## src/hdl/pps_pkg.sv

```systemverilog
// Shared types and constants for the penalized proximal step block.
// Used by every module under hdl; no dependencies.
package pps_pkg;

  localparam int VALUE_WIDTH   = 32;
  localparam int FRAC_BITS_DEF = 16;
  localparam int WIDE          = 64;
  localparam int SUM_WIDTH     = 47;
  localparam int MAG_WIDTH     = VALUE_WIDTH - 1;

  localparam logic [2:0]           KIND_RESET   = 3'd1;
  localparam logic [MAG_WIDTH-1:0] LAMBDA_RESET = 31'd65536;
  localparam logic [MAG_WIDTH-1:0] SHAPE_RESET  = 31'd196608;

  localparam logic [1:0] CFG_KIND   = 2'd0;
  localparam logic [1:0] CFG_LAMBDA = 2'd1;
  localparam logic [1:0] CFG_SHAPE  = 2'd2;

  // Largest intermediate magnitude, 2^62 - 1
  localparam logic [WIDE-1:0] LIM = (64'd1 << 62) - 64'd1;

  typedef enum logic [2:0] {
    K_NONE  = 3'd0,
    K_L1    = 3'd1,
    K_L2    = 3'd2,
    K_ELNET = 3'd3,
    K_MCP   = 3'd4,
    K_SCAD  = 3'd5
  } kind_t;

  typedef struct packed {
    logic signed [VALUE_WIDTH-1:0] position;
    logic signed [VALUE_WIDTH-1:0] direction;
    logic        [MAG_WIDTH-1:0]   weight;
    logic signed [VALUE_WIDTH-1:0] lower_bound;
    logic signed [VALUE_WIDTH-1:0] upper_bound;
    logic        [MAG_WIDTH-1:0]   step;
    logic                          last;
  } pps_in_t;

  typedef struct packed {
    logic signed [VALUE_WIDTH-1:0] new_position;
    logic                          active;
    logic        [SUM_WIDTH-1:0]   penalty_sum;
    logic                          end_of_vector;
  } pps_out_t;

  typedef struct packed {
    pps_in_t              item;
    kind_t                kind;
    logic [MAG_WIDTH-1:0] lam;
    logic [MAG_WIDTH-1:0] shape;
  } pps_job_t;

endpackage

```

## src/hdl/pps_front.sv

```systemverilog
// Front end: configuration registers, item intake and kind classification,
// and a two-entry job queue toward the back end. Depends on pps_pkg.
module pps_front (
  input  logic                          clk,
  input  logic                          rst,
  input  logic                          in_valid,
  output logic                          in_stall,
  input  pps_pkg::pps_in_t              in_data,
  input  logic                          cfg_we,
  input  logic [1:0]                    cfg_index,
  input  logic [pps_pkg::MAG_WIDTH-1:0] cfg_data,
  output logic                          q_valid,
  input  logic                          q_pop,
  output pps_pkg::pps_job_t             q_job
);
  import pps_pkg::*;

  logic [2:0]           kind_cfg;
  logic [MAG_WIDTH-1:0] lam_cfg, shape_cfg;
  pps_job_t             slots [2];
  logic                 wr_ptr, rd_ptr;
  logic [1:0]           count;
  logic                 push;
  pps_job_t             job_next;

  always_comb begin
    in_stall = (count == 2'd2);
    push     = in_valid && !in_stall;
    q_valid  = (count != 2'd0);
    q_job    = slots[rd_ptr];
    job_next.item  = in_data;
    // Unused kind codes run as a plain step
    job_next.kind  = (kind_cfg > K_SCAD) ? K_NONE : kind_t'(kind_cfg);
    job_next.lam   = lam_cfg;
    job_next.shape = shape_cfg;
  end

  always_ff @(posedge clk) begin
    if (rst) begin
      kind_cfg  <= KIND_RESET;
      lam_cfg   <= LAMBDA_RESET;
      shape_cfg <= SHAPE_RESET;
    end else if (cfg_we) begin
      unique case (cfg_index)
        CFG_KIND:   kind_cfg  <= cfg_data[2:0];
        CFG_LAMBDA: lam_cfg   <= cfg_data;
        CFG_SHAPE:  shape_cfg <= cfg_data;
        default: ;
      endcase
    end
  end

  always_ff @(posedge clk) begin
    if (push) begin
      slots[wr_ptr] <= job_next;
    end
  end

  always_ff @(posedge clk) begin
    if (rst) begin
      wr_ptr <= 1'b0;
      rd_ptr <= 1'b0;
      count  <= 2'd0;
    end else begin
      if (push) begin
        wr_ptr <= !wr_ptr;
      end
      if (q_pop) begin
        rd_ptr <= !rd_ptr;
      end
      count <= count + {1'b0, push} - {1'b0, q_pop};
    end
  end

endmodule

```

## config.mk

```make
export PLATFORM = sky130hd
export DESIGN_NAME = pps_front
export DESIGN_NICKNAME = d
export VERILOG_FILES = /design/src/hdl/pps_pkg.sv /design/src/hdl/pps_front.sv
export SDC_FILE = /design/constraint.sdc
export NUM_CORES = 1
export LEC_CHECK = 0
export BUFFER_PORTS_ARGS = -buffer_cell sky130_fd_sc_hd__buf_2
export CAP_MARGIN = 25
export CORE_AREA = 2 2 203 205
export DETAILED_ROUTE_END_ITERATION = 16
export DIE_AREA = 0 0 205 207
export GPL_TIMING_DRIVEN = 0
export PLACE_DENSITY = 0.79
export SLEW_MARGIN = 10
export SYNTH_ARGS = -nofsm -noshare
export SYNTH_HDL_FRONTEND = slang
export SYNTH_SLANG_ARGS = --single-unit
```

## constraint.sdc

```tcl
create_clock -name clk -period 8.1 [get_ports clk]
set_input_delay 0.405 -clock clk [delete_from_list [all_inputs] [get_ports clk]]
set_output_delay 0.405 -clock clk [all_outputs]
set_load 0.02 [all_outputs]
```

==> summary.txt <==
Ports - 487
initial antenna violation count - 5
worst reg2reg setup slack - 5.75 ns
cell internal pwr - 0.00547 W
post-route setup TNS - 0 ns
Vias - 12,500
Post-DP HPWL - 32.2 mm
Seq cells post-synth - 582
die footprint - 42,400 µm²
Worst R2R Start - count[0]
sw frac - 25.3%
Least-Margin Pin Slew - 0.662 ns
htree depth - 2
VDD IR-drop max - 0.195 mV
Num CTS Buffers - 55
Slew headroom - 55.9%
Reg2Reg Depth - 5
GRT Util Overall - 23.6%
number of antenna-violating nets in the routed design - 0
Combinational Power Share - 15.7%
utilization after layout - 69.3%
layout cells sized above 1 - 46.3%
Area Overhead vs Synth - 33.2%
synthesized area - 21,000 µm²
CTS tree - built
Mapped Nets - 1,340
final std cells w/o fill - 2,425
gp weighted congestion - 0.798
Max clock buf depth - 3
remaining global-route overflow - 0
clk_skew - 0.0135 ns
distinct cell type count after synthesis - 28
Critical path destination - q_job[162]
Initial Util - 52.0%
register area share after synthesis - 79.9%
largest net degree at the start of global routing - 115
min cycle time layout - 2.59 ns
WS Path Type - reg -> out
placed cells - 2,133
die height - 207 µm
CTS root buf - clkbuf_16
1st-iter DRT viols - 635
DRC viols - 0
worst setup margin - 5.51 ns
Max Cap Viol - 0
required time of the critical path - 7.70 ns
first-pass GRT wire length - 75.5 mm
leakage - 10.5 nW
# fillers - 2,600
vias in the first global route - 13,100
net load switching power - 0.00185 W
router iterations before antenna repair - 5
Fmax - 386 MHz
Syn Area/Cell - 18.9 µm²
PwrDens - 262 nW/µm²
endpoints failing setup - 0
Critical Path Sink Type - primary output
vias per inst - 5.17
element type at the critical path start - flip-flop
clock network latency to the later pin of the worst-skew pair - 0.60 ns
share of total power in the clock network - 34.6%
CP arrival - 2.18 ns
final hold violations - 0
Core Footprint - 40,400 µm²
pre-CTS WS - 5.71 ns
status - finished clean
total wire length - 51.2 mm
Tcrit/Tclk final - 32.0%
min-delay worst type - in -> reg
clk sinks - 582
Max Slew Vio Count - 0
drt wl/cell - 21.1 µm
row count - 74
post-synthesis instance total - 1,109
PortBufs - 485
FF-to-FF End - slots[1][127]
YS warnings - 0
RSZ-0062 raised after global routing - false
Final nets - 2,078
Die X - 205 µm
sequential power share - 49.6%
worst-path fanout max - 10
CTS clock-pin slew for the worst setup and hold paths - 0.07 ns
[routing by layer]
layer / GRT usage, % / wire (µm)
met1: 26.4 / 18700
met2: 42.4 / 26700
met3: 5.90 / 3780
met4: 10.4 / 1980
met5: 0 / 21
[worst min-delay path by stage]
| stage | startpoint | endpoint | cells past startpoint |
|---|---|---|---|
| finish | in_data[99] | slots[0][164] | 1 |
| global route | in_data[99] | slots[0][164] | 1 |
| CTS | in_data[102] | slots[0][167] | 1 |
| detailed placement | lam_cfg[9] | slots[1][40] | 0 |
| global placement | shape_cfg[21] | slots[1][21] | 0 |
| floorplan | shape_cfg[0] | slots[0][0] | 0 |
[worst max-delay path: stages (launching register included)]
cell and delay (ns):
dfxtp_1 0.40, buf_2 0.35, buf_4 0.28, mux2_2 0.39, buf_2 0.17
[power groups by stage]
stage	Sequential, W	Clock (W)	Combinational, W
CTS	0.00363	0.00256	0.00115
detailed placement	0.00369	0	0.00106
floorplan	0.00373	0	0.000654
global placement	0.00378	0	0.00102
finish	0.00363	0.00253	0.00115
global route	0.00365	0.00268	0.00121
[cell type report]
cell class,instances,area (µm²),area share (%)
inverter,4,22.5,0.0805
multi-input combinational,473,3880,13.9
antenna,3,7.51,0.0268
tap,532,666,2.38
clock inverter,25,234,0.837
timing repair buffer,681,4510,16.1
clock buffer,75,1530,5.49
buffer,50,334,1.19
sequential,582,16800,60.0
[timing repair]
action | in CTS | in global routing
resized for setup | 0 | 0
hold buffers | 189 | 0
hold endpoints to repair | 378 | 0
setup buffers | 0 | 0
[flip-flops by register name, summed over array words and instances (netlist names), named ones only]
register and count:
rd_ptr 1, shape_cfg 31, slots 512, kind_cfg 3, count 2, lam_cfg 31, wr_ptr 1
[synth_stat cells]
master	count	share of area [%]
a21boi_0	1	0.036
a21oi_1	63	1.5
and2_1	1	0.030
and3_1	1	0.030
and3b_1	2	0.083
buf_1	2	0.036
buf_2	12	0.29
buf_4	29	1.0
buf_6	3	0.16
clkbuf_1	4	0.071
dfxtp_1	70	6.7
edfxtp_1	512	73
ha_1	2	0.12
inv_1	4	0.071
mux2_2	256	14
mux2i_1	2	0.095
nand2_1	119	2.1
nand2b_1	1	0.030
nand3b_1	2	0.071
nor2_1	8	0.14
nor2b_1	3	0.089
nor3_1	6	0.14
nor3b_2	1	0.060
o21ai_0	1	0.024
or2_2	1	0.030
or3_1	1	0.030
xnor2_1	1	0.042
xor2_1	1	0.042
[cell families after synthesis]
| group | after synthesis | synth area share [%] |
|---|---|---|
| DFF | 582 | 79.9 |
| and+or+nand+nor | 146 | 2.87 |
| adders and majority gates | 2 | 0.119 |
| buffers and inverters | 54 | 1.66 |
| AOI/OAI and AO/OA | 65 | 1.56 |
| muxes | 258 | 13.8 |
| xor gates and xnor gates | 2 | 0.0834 |
[stage by stage]
step	instance area [µm²]	total power (W)	hold slack (ns)
3_5_place_dp	24300	0.00475	0.438
6_report	28000	0.00732	0.0352
4_1_cts	28000	0.00733	0.00410
3_3_place_gp	24100	0.00480	0.429
5_1_grt	28000	0.00755	0.00570
2_1_floorplan	21000	0.00439	0.425
[placed cells by master (no fill, tap or decap), drive strengths merged, types with 2 or more instances in the layout]
master	instances
a21oi	63
and3b	2
buf	538
bufinv	4
clkbuf	79
clkinv	17
dfxtp	70
diode	3
dlygate4sd3	189
edfxtp	512
ha	2
inv	7
mux2	256
mux2i	2
nand2	119
nand3b	2
nor2	8
nor2b	3
nor3	6
(Power assumes the default switching activity.)
